<file path="config.mk">
export PLATFORM = sky130hd
export DESIGN_NAME = matrix4_multiply_unit
export DESIGN_NICKNAME = d
export VERILOG_FILES = /design/src/rtl/core/m4mu_pkg.sv /design/src/rtl/core/matrix4_multiply_unit.sv
export SDC_FILE = /design/constraint.sdc
export NUM_CORES = 2
export LEC_CHECK = 0
export ABC_AREA = 1
export BUFFER_PORTS_ARGS = -buffer_cell sky130_fd_sc_hd__buf_2
export CAP_MARGIN = 0
export CORE_MARGIN = 5
export CORE_UTILIZATION = 45
export DETAILED_ROUTE_END_ITERATION = 8
export GPL_TIMING_DRIVEN = 1
export SYNTH_ARGS = -nofsm -noshare
export SYNTH_HDL_FRONTEND = slang
export SYNTH_SLANG_ARGS = --single-unit
</file>
<file path="constraint.sdc">
create_clock -name clk_i -period 8.4 [get_ports clk_i]
set_input_delay 1.68 -clock clk_i [delete_from_list [all_inputs] [get_ports clk_i]]
set_output_delay 1.68 -clock clk_i [all_outputs]
set_load 0.005 [all_outputs]
</file>
<file path="src/rtl/core/m4mu_pkg.sv">
// ----------------------------------------------------------------------------
// m4mu_pkg
// Shared widths and saturation limits for the 4x4 matrix multiply unit.
// ----------------------------------------------------------------------------
package m4mu_pkg;

  localparam int unsigned VALUE_W   = 32;
  localparam int unsigned PROD_W    = 2 * VALUE_W;
  localparam int unsigned OUT_IDX_W = 2;

  localparam logic [VALUE_W-1:0] SAT_MAX = {1'b0, {(VALUE_W-1){1'b1}}};
  localparam logic [VALUE_W-1:0] SAT_MIN = {1'b1, {(VALUE_W-1){1'b0}}};

endpackage

</file>
<file path="src/rtl/core/matrix4_multiply_unit.sv">
// ----------------------------------------------------------------------------
// matrix4_multiply_unit
// Fixed-point DIM x DIM matrix product on one shared multiply-accumulate unit.
// ----------------------------------------------------------------------------
// Input channel (in_valid_i/in_ready_o): one transaction carries one element
// of A and the matching element of B, row-major. in_ready_o is high while the
// block loads; the DIM*DIM-th transaction closes the run.
// Output channel (out_valid_o/out_ready_i): DIM*DIM transactions of A times B
// in row-major order, each with its row and column, the last one flagged.
// Values are signed Q(32-FRAC_BITS).FRAC_BITS; each sum of DIM full 64-bit
// products is shifted right arithmetically by FRAC_BITS and saturated, and
// saturated_o marks clipped elements.
// Timing: one multiply-accumulate is issued per cycle while no output stall
// holds the pipeline, DIM^3 in total. Each sum passes through the operand
// read, product, accumulator and output registers. A run loads DIM*DIM
// pairs and then issues DIM^3 products; no new pair is accepted while the
// run computes. Loading of the next run starts right after the last issue
// and overlaps the drain of the pipeline.
// Stall: while a result waits on out_ready_i, the whole compute pipeline
// holds. Reset clears the load count and empties the pipeline; the operand
// memories are not cleared, since every entry is written before it is read.
// ----------------------------------------------------------------------------
module matrix4_multiply_unit import m4mu_pkg::*; #(
  parameter int unsigned DIM       = 4,
  parameter int unsigned FRAC_BITS = 16
) (
  input  logic                     clk_i,
  input  logic                     rst_ni,
  input  logic                     in_valid_i,
  output logic                     in_ready_o,
  input  logic signed [VALUE_W-1:0] a_value_i,
  input  logic signed [VALUE_W-1:0] b_value_i,
  output logic                     out_valid_o,
  input  logic                     out_ready_i,
  output logic signed [VALUE_W-1:0] product_value_o,
  output logic [OUT_IDX_W-1:0]     row_index_o,
  output logic [OUT_IDX_W-1:0]     column_index_o,
  output logic                     last_of_run_o,
  output logic                     saturated_o
);

  localparam int unsigned CELLS = DIM * DIM;
  localparam int unsigned CNT_W = $clog2(DIM);
  localparam int unsigned IDX_W = $clog2(CELLS);
  localparam int unsigned ACC_W = PROD_W + CNT_W + 1;

  localparam logic [CNT_W-1:0] CNT_MAX = CNT_W'(DIM - 1);
  localparam logic [IDX_W-1:0] IDX_MAX = IDX_W'(CELLS - 1);

  typedef enum logic {
    ST_LOAD,
    ST_COMPUTE
  } state_e;

  typedef struct packed {
    logic             first;
    logic             last;
    logic [CNT_W-1:0] row;
    logic [CNT_W-1:0] col;
  } tag_t;

  logic signed [VALUE_W-1:0] a_mem [CELLS];
  logic signed [VALUE_W-1:0] b_mem [CELLS];

  state_e           state_q;
  logic [IDX_W-1:0] load_cnt_q;
  logic [CNT_W-1:0] row_q, col_q, k_q;

  logic                      s1_valid_q, s2_valid_q, acc_done_q, out_valid_q;
  tag_t                      s1_tag_q, s2_tag_q, s3_tag_q;
  logic signed [VALUE_W-1:0] a_rd_q, b_rd_q;
  logic signed [PROD_W-1:0]  prod_q;
  logic signed [ACC_W-1:0]   acc_q;

  logic signed [VALUE_W-1:0] out_value_q;
  logic [OUT_IDX_W-1:0]      out_row_q, out_col_q;
  logic                      out_last_q, out_sat_q;

  logic                      en;
  logic                      in_fire;
  logic                      issue;
  logic                      issue_last;
  logic [IDX_W-1:0]          a_addr, b_addr;
  tag_t                      issue_tag;
  logic signed [PROD_W-1:0]  mult;
  logic signed [ACC_W-1:0]   acc_base;
  logic signed [ACC_W-1:0]   shifted;
  logic [ACC_W-VALUE_W:0]    shifted_hi;
  logic                      sat_pos, sat_neg;

  assign en         = !(out_valid_q && !out_ready_i);
  assign in_ready_o = (state_q == ST_LOAD);
  assign in_fire    = in_valid_i && in_ready_o;
  assign issue      = (state_q == ST_COMPUTE) && en;
  assign issue_last = (row_q == CNT_MAX) && (col_q == CNT_MAX) && (k_q == CNT_MAX);

  assign a_addr = IDX_W'(row_q * DIM + k_q);
  assign b_addr = IDX_W'(k_q * DIM + col_q);

  assign issue_tag.first = (k_q == '0);
  assign issue_tag.last  = (k_q == CNT_MAX);
  assign issue_tag.row   = row_q;
  assign issue_tag.col   = col_q;

  assign mult     = a_rd_q * b_rd_q;
  assign acc_base = s2_tag_q.first ? '0 : acc_q;

  assign shifted    = acc_q >>> FRAC_BITS;
  assign shifted_hi = shifted[ACC_W-1:VALUE_W-1];
  assign sat_pos    = !shifted[ACC_W-1] && (|shifted_hi);
  assign sat_neg    = shifted[ACC_W-1] && !(&shifted_hi);

  always_ff @(posedge clk_i) begin
    if (in_fire) begin
      a_mem[load_cnt_q] <= a_value_i;
      b_mem[load_cnt_q] <= b_value_i;
    end
    if (issue) begin
      a_rd_q <= a_mem[a_addr];
      b_rd_q <= b_mem[b_addr];
    end
  end

  always_ff @(posedge clk_i or negedge rst_ni) begin
    if (!rst_ni) begin
      state_q     <= ST_LOAD;
      load_cnt_q  <= '0;
      row_q       <= '0;
      col_q       <= '0;
      k_q         <= '0;
      out_valid_q <= 1'b0;
    end else begin
      case (state_q)
        ST_LOAD: begin
          if (in_fire) begin
            if (load_cnt_q == IDX_MAX) begin
              load_cnt_q <= '0;
              row_q      <= '0;
              col_q      <= '0;
              k_q        <= '0;
              state_q    <= ST_COMPUTE;
            end else begin
              load_cnt_q <= load_cnt_q + 1'b1;
            end
          end
        end
        ST_COMPUTE: begin
          if (issue) begin
            if (issue_last) begin
              state_q <= ST_LOAD;
            end
            if (k_q == CNT_MAX) begin
              k_q <= '0;
              if (col_q == CNT_MAX) begin
                col_q <= '0;
                row_q <= row_q + 1'b1;
              end else begin
                col_q <= col_q + 1'b1;
              end
            end else begin
              k_q <= k_q + 1'b1;
            end
          end
        end
        default: begin
          state_q <= ST_LOAD;
        end
      endcase
      if (en) begin
        out_valid_q <= acc_done_q;
      end
    end
  end

  always_ff @(posedge clk_i or negedge rst_ni) begin
    if (!rst_ni) begin
      s1_valid_q <= 1'b0;
      s2_valid_q <= 1'b0;
      acc_done_q <= 1'b0;
    end else if (en) begin
      s1_valid_q <= issue;
      s2_valid_q <= s1_valid_q;
      acc_done_q <= s2_valid_q && s2_tag_q.last;
    end
  end

  always_ff @(posedge clk_i) begin
    if (en) begin
      s1_tag_q <= issue_tag;
      s2_tag_q <= s1_tag_q;
      prod_q   <= mult;
      if (s2_valid_q) begin
        s3_tag_q <= s2_tag_q;
        acc_q    <= acc_base + {{(ACC_W-PROD_W){prod_q[PROD_W-1]}}, prod_q};
      end
      if (acc_done_q) begin
        out_row_q   <= OUT_IDX_W'(s3_tag_q.row);
        out_col_q   <= OUT_IDX_W'(s3_tag_q.col);
        out_last_q  <= (s3_tag_q.row == CNT_MAX) && (s3_tag_q.col == CNT_MAX);
        out_sat_q   <= sat_pos || sat_neg;
        out_value_q <= sat_pos ? SAT_MAX :
                       sat_neg ? SAT_MIN : shifted[VALUE_W-1:0];
      end
    end
  end

  assign out_valid_o     = out_valid_q;
  assign product_value_o = out_value_q;
  assign row_index_o     = out_row_q;
  assign column_index_o  = out_col_q;
  assign last_of_run_o   = out_last_q;
  assign saturated_o     = out_sat_q;

  assert property (@(posedge clk_i) disable iff (!rst_ni)
    in_fire && (load_cnt_q == IDX_MAX) |=> (state_q == ST_COMPUTE))
    else $error("run did not start computing after its last load");

  assert property (@(posedge clk_i) disable iff (!rst_ni)
    issue && issue_last |=> in_ready_o && (load_cnt_q == '0))
    else $error("load phase did not resume after the last issue");

  assert property (@(posedge clk_i) disable iff (!rst_ni)
    !en |=> $stable(acc_q) && $stable(prod_q))
    else $error("pipeline moved during an output stall");

  assert property (@(posedge clk_i) disable iff (!rst_ni)
    out_valid_o && saturated_o |->
      (product_value_o == SAT_MAX) || (product_value_o == SAT_MIN))
    else $error("saturated element not at a range limit");

  assert property (@(posedge clk_i) disable iff (!rst_ni)
    out_valid_o && last_of_run_o |->
      (row_index_o == OUT_IDX_W'(DIM - 1)) && (column_index_o == OUT_IDX_W'(DIM - 1)))
    else $error("last flag on an element other than the final one");

endmodule
</file>
[After elaboration in Yosys (flattened, before gate mapping)]
Memories as Yosys holds them, arrays and structs flattened. A register that Yosys moved wholly into a read port is not among the register bits.
Cells that the tools add are included.
Word-level totals
  logic and storage cells: 95
  RAM bits: 1024
  output and inout port bits: 40
  memories: 2
  register bits after elaboration: 200
  latch bits: 0
  ROM bits: 0
Operators by class
  reductions and logical operators: 23
  order comparisons: 0
  add/sub/neg operators: 7
  muxes and demuxes: 23
  multipliers: 1
  div/mod/pow operators: 0
  bitwise operators: 2
  shift operators: 0
  equality and inequality tests: 11
Memory list
  a_mem: words 16, width 32, rd ports 1, clocked after memory_dff 1, write ports 1, line matrix4_multiply_unit.sv:62  | logic signed [VALUE_W-1:0] a_mem [CELLS];
  b_mem: words 16, width 32, rd ports 1, clocked after memory_dff 1, write ports 1, line matrix4_multiply_unit.sv:63  | logic signed [VALUE_W-1:0] b_mem [CELLS];
Operator list (count)
  adder 67 bit: 1
  two-way mux 67 bit: 1
  multiplier 32 x 32 -> 64 bit: 1
  two-way mux 32 bit: 1
  two-way mux 2 bit: 10
  AND reduction 20 bit: 1
  OR reduction 20 bit: 1
  case mux 2 bit (2 select lines): 3
  equality test 2 bit, second input constant: 5
  inequality test 2 x 1 -> 1 bit, second input constant: 5
  logical AND 1 bit: 9
  adder 4 x 2 -> 4 bit: 2
  adder 2 x 1 -> 2 bit, second input constant: 3
  two-way mux 1 bit: 6
  AND reduction 2 bit: 3
  AND reduction 5 bit: 1
  adder 4 x 1 -> 4 bit, second input constant: 1
  equality test 4 bit, second input constant: 1
  logical NOT 1 bit: 4
  two-way mux 4 bit: 1
  AND reduction 4 bit: 1
  AND reduction 3 bit: 1
  logical NOT 2 bit: 1
  inverter 1 bit: 2
  other kinds (2): 2

[Longest topological paths before layout]
  word-level depth: 6
  mapped depth: 32
  depth with buffers taken out: 31

[Worst setup path before layout]
Ideal clock, no wire load.
  path kind: register to register
  start: register a_rd_q[31], read port of a_mem
  end: register prod_q[55] (data pin)
  arrival: 6917 ps
  clock period less this slack: 7170 ps
  data required time: 8147 ps
  setup time: 253 ps
  path buffers: 1
  path slack: 1230 ps
  cell stages (with the launch flop): 28
  path through: edfxtp_1 > clkbuf_1 > nand2_1 > inv_1 > fa_1 > inv_1 > fa_1 > inv_1 > fa_1 > fa_1 > inv_1 > fa_1 > inv_1 > fa_1 > inv_1 > fa_1 > inv_1 > fa_1 > ha_1 > nand2_1 > nor2_1 > nand2_1 > inv_1 > nand2_1 > nor4_1 > nand2_1 > nand4_1 > nand2_1
Between the ends
  cells in the longest elaborated chain, start to end: 1
RTL lines
  start, declared: line matrix4_multiply_unit.sv:71  | logic signed [VALUE_W-1:0] a_rd_q, b_rd_q;
  multiplier 32 x 32 -> 64 bit: line matrix4_multiply_unit.sv:105  | assign mult = a_rd_q * b_rd_q;
  net mult[55]: line matrix4_multiply_unit.sv:85  | logic signed [PROD_W-1:0] mult;
  end signal, assigned: line matrix4_multiply_unit.sv:191  | prod_q <= mult;
  end, declared: line matrix4_multiply_unit.sv:72  | logic signed [PROD_W-1:0] prod_q;
The timed path passes the listed nets, and every way through them passes these cells.
A chain may end at the register's enable or synchronous reset.

[Worst setup path in the final report]
  start: register a_rd_q[31], read port of a_mem
  end: register prod_q[58] (data pin)
Same word-level chain as after synthesis.

==> load_flow_metrics.sql <==
INSERT INTO impl_metrics (metric_group, metric, value, unit) VALUES
('route', 'num_vias', '64153', ''),
('sta', 'max_slew_margin', '20.3', '%'),
('layout', 'area.growth.synth_to_final', '8.81', '%'),
('clock_network', 'cts-buffers-inserted', '143', ''),
('clock_network', 'clock-sinks', '1288', ''),
('layout', 'final_area', '0.101', 'sq mm'),
('synth', 'synth_fp_nets', '10725', ''),
('layout', 'nFillCells', '18711', ''),
('synth', 'post_synth.cell_area_avg', '9.96', 'sq um'),
('global_routing', 'grt-busiest-layer', 'met2', ''),
('setup_path', 'buffering_stage_count_on_the_worst_path_with_inverters_included', '8', ''),
('sta', 'final.min_clock_period', '7.87', 'ns'),
('setup_path', 'cp_data_required_time', '8.96', 'ns'),
('floorplan', 'pin_count', '108', ''),
('layout', 'mostFrequentLayoutCell', 'nand2_1', ''),
('sta', 'timing.final.crit_share', '93.6', '%'),
('setup_path', 'worst_path_dominant_cell_family', 'adder cells', ''),
('route', 'first_pass_iters', '7', ''),
('sta', 'final_hold_viol_count', '0', ''),
('setup_path', 'timing.critical_path.from_type', 'flip-flop', ''),
('layout', 'final_cell_mix', 'nand2_1 (2025), inv_1 (1935), edfxtp_1 (1273), fa_1 (1083), nor2_1 (832)', ''),
('global_routing', 'number_of_global_route_vias_before_repair', '66928', ''),
('setup_path', 'worst-endpoint-arrival', '8.42', 'ns'),
('sta', 'rsz0062_at_grt', 'false', ''),
('sta', 'fin_worst_skew', '0.0643', 'ns'),
('synth', 'synth_seq_area_share', '41.6', '%'),
('route', 'drtIter0Drc', '5119', ''),
('placement', 'dpl_cell_area', '0.0963', 'sq mm'),
('route', 'drc', '0', ''),
('synth', 'synth_cells', '9316', ''),
('job', 'max_cap_viol_count', '0', ''),
('route', 'detail_route.wl_per_cell', '21.5', 'um'),
('global_routing', 'initial_antenna_violation_count', '24', ''),
('layout', 'layout.nets', '10716', ''),
('placement', 'gpl.final_weighted_congestion', '0.947', ''),
('clock_network', 'post_cts_hold_buffer_count', '0', ''),
('synth', 'number_of_distinct_library_cells_after_synthesis', '44', ''),
('clock_network', 'postCtsResizedCells', '0', ''),
('global_routing', 'wire_length_of_the_first_global_routing_pass', '403', 'mm'),
('sta', 'setup_violations', '0', ''),
('synth', 'yosys_register_bits', '1288', ''),
('route', 'routed_wl', '260', 'mm'),
('global_routing', 'grt_use_met2', '41.2', '%'),
('route', 'via_density_per_instance', '5.29', ''),
('synth', 'netlist_area', '0.0928', 'sq mm'),
('clock_network', 'post-cts-setup-buffers', '0', ''),
('floorplan', 'core-area', '0.205', 'sq mm'),
('floorplan', 'die-height', '464', 'um'),
('status', 'outcome', 'completed', ''),
('floorplan', 'dieWidth', '464', 'um'),
('sta', 'worstMarginPinSlew', '1.20', 'ns'),
('placement', 'port-buffer-count', '107', ''),
('global_routing', 'use_met3', '3.97', '%'),
('global_routing', 'overflow', '0', ''),
('setup_path', 'cpMaxStageDelayCell', 'fa_1', ''),
('route', 'drt.antenna.violating_nets', '0', ''),
('synth', 'ys_warn_count', '0', ''),
('clock_network', 'clockBufferDepth', '3', ''),
('setup_path', 'worstSetupPathType', 'flip-flop to flip-flop', ''),
('setup_path', 'worst_setup_path_end_kind', 'flip-flop', ''),
('sta', 'hold_slack', '0.424', 'ns'),
('floorplan', 'die-area', '0.215', 'sq mm'),
('floorplan', 'initial_utilization', '45.3', '%'),
('layout', 'layout-drive-gt1-share', '5.78', '%'),
('placement', 'dp_hpwl', '183', 'mm'),
('sta', 'maxSlewViolCount', '0', ''),
('worst_hold_path', 'hold_path_class', 'flip-flop to flip-flop', ''),
('global_routing', 'use_met1', '32.4', '%'),
('floorplan', 'floorplan.rows', '166', ''),
('global_routing', 'globalRouteTotalUtil', '24.3', '%'),
('setup_path', 'cpPeakStageDelay', '0.62', 'ns'),
('clock_network', 'clkTransAtPathRegs', '0.06', 'ns'),
('clock_network', 'cts_tree', 'yes', ''),
('global_routing', 'grt_start_max_net_pins', '156', ''),
('clock_network', 'worstSkewPairLatency', '0.81', 'ns'),
('clock_network', 'htree_num_levels', '4', ''),
('sta', 'finalSetupTns', '0', 'ns'),
('clock_network', 'ctsRootBufferMaster', 'clkbuf_16', ''),
('setup_path', 'crit_fanout', '9', ''),
('sta', 'max_freq', '0.127', 'GHz');
## cells in the mapped netlist
cell type,number,area (sq um)
nor3_1,17,85.1
buf_2,61,305
o31ai_4,1,21.3
nand4_1,46,288
and3_1,1,6.26
fa_1,1083,21700
or2_2,7,43.8
a21oi_2,3,26.3
a21o_1,3,22.5
nor4_1,12,75.1
o211ai_1,76,571
clkinv_1,1,3.75
nor3_2,4,40.0
xnor2_1,4,35.0
edfxtp_1,1273,38200
nand3_2,5,50.1
o21ai_2,1,8.76
buf_1,1,3.75
inv_1,1938,7270
ha_1,258,3230
o22ai_1,36,225
inv_2,5,18.8
o32ai_1,40,350
o221ai_1,180,1580
dfrtp_1,15,375
o21bai_1,44,330
nand2_2,29,181
a21oi_1,142,711
nor2_2,8,50.1
nor2_4,2,22.5
mux2i_1,88,881
buf_6,17,191
clkbuf_1,317,1190
a21boi_0,1,7.51
o21ai_0,453,2270
nand2_1,2025,7600
o21a_1,4,30.0
nor2_1,850,3190
xor2_1,65,569
nand3_1,185,926
and2_1,2,12.5
a31oi_1,1,6.26
nor4_4,1,21.3
buf_4,11,82.6
## worst paths after layout
| kind | slack [ns] | cells past startpoint | to | from |
|---|---|---|---|---|
| worst max-delay path | 0.53 | 26 | prod_q[58] | a_rd_q[31] |
| worst min-delay path | 0.42 | 0 | s2_tag_q[2] | s1_tag_q[2] |
| worst max register to register | 0.53 | 26 | prod_q[58] | a_rd_q[31] |
| worst min register to register | 0.42 | 0 | s2_tag_q[2] | s1_tag_q[2] |
| max in group asynchronous | 7.32 | 1 | col_q[1] | rst_ni |
| min in group asynchronous | 0.78 | 1 | s2_valid_q | rst_ni |
## metrics by stage
stage / instances / setup WS (ns) / util (%)
2_1_floorplan: 9316 / 1.23 / -
3_3_place_gp: 11850 / 0.552 / 47.0
3_5_place_dp: 11850 / 0.439 / 47.0
6_report: 12116 / 0.534 / 49.3
4_1_cts: 12109 / 0.449 / 49.3
5_1_grt: 12109 / 0.0281 / 49.3
## layout make-up
class	instances	area, sq um	share of cell area [%]
clock inverter	89	945	0.935
multi-input combinational	5677	45300	44.8
sequential	1288	38600	38.2
inverter	1944	7310	7.24
clock buffer	170	3730	3.70
tap	2688	3360	3.33
timing repair buffer	253	1720	1.70
antenna	7	17.5	0.0173
## per-layer routing
metal  vias up  routed length (um)
met1     32329              109000
met3       481               16900
li1      29334                   -
met4        28                7600
met5         -                 166
met2      1981              127000
## flip-flops by register name, indices dropped and copies added, names as in the netlist, 4 cells and up
name and count:
a_mem 512, a_rd_q 32, acc_q 67, b_mem 512, b_rd_q 32, load_cnt_q 4
prod_q 64, product_value_o 32, s1_tag_q 6, s2_tag_q 6, s3_tag_q 4
## logic make-up (layout without fill, tap and decap cells)
kind of cell	after synthesis	after routing	synth area share (%)
multiplexers	88	88	0.949
flip-flops	1288	1288	41.6
AND/OR/NAND/NOR	3194	3194	13.6
AO/OA/AOI/OAI	985	985	6.63
other	0	7	0
adder cells (fa/ha/maj)	1341	1341	26.8
XOR/XNOR	69	69	0.651
buffers and inverters	2351	2456	9.77
Power is not shown: default switching activity piles up to over one toggle a cycle in this logic, so the estimate is an artifact.
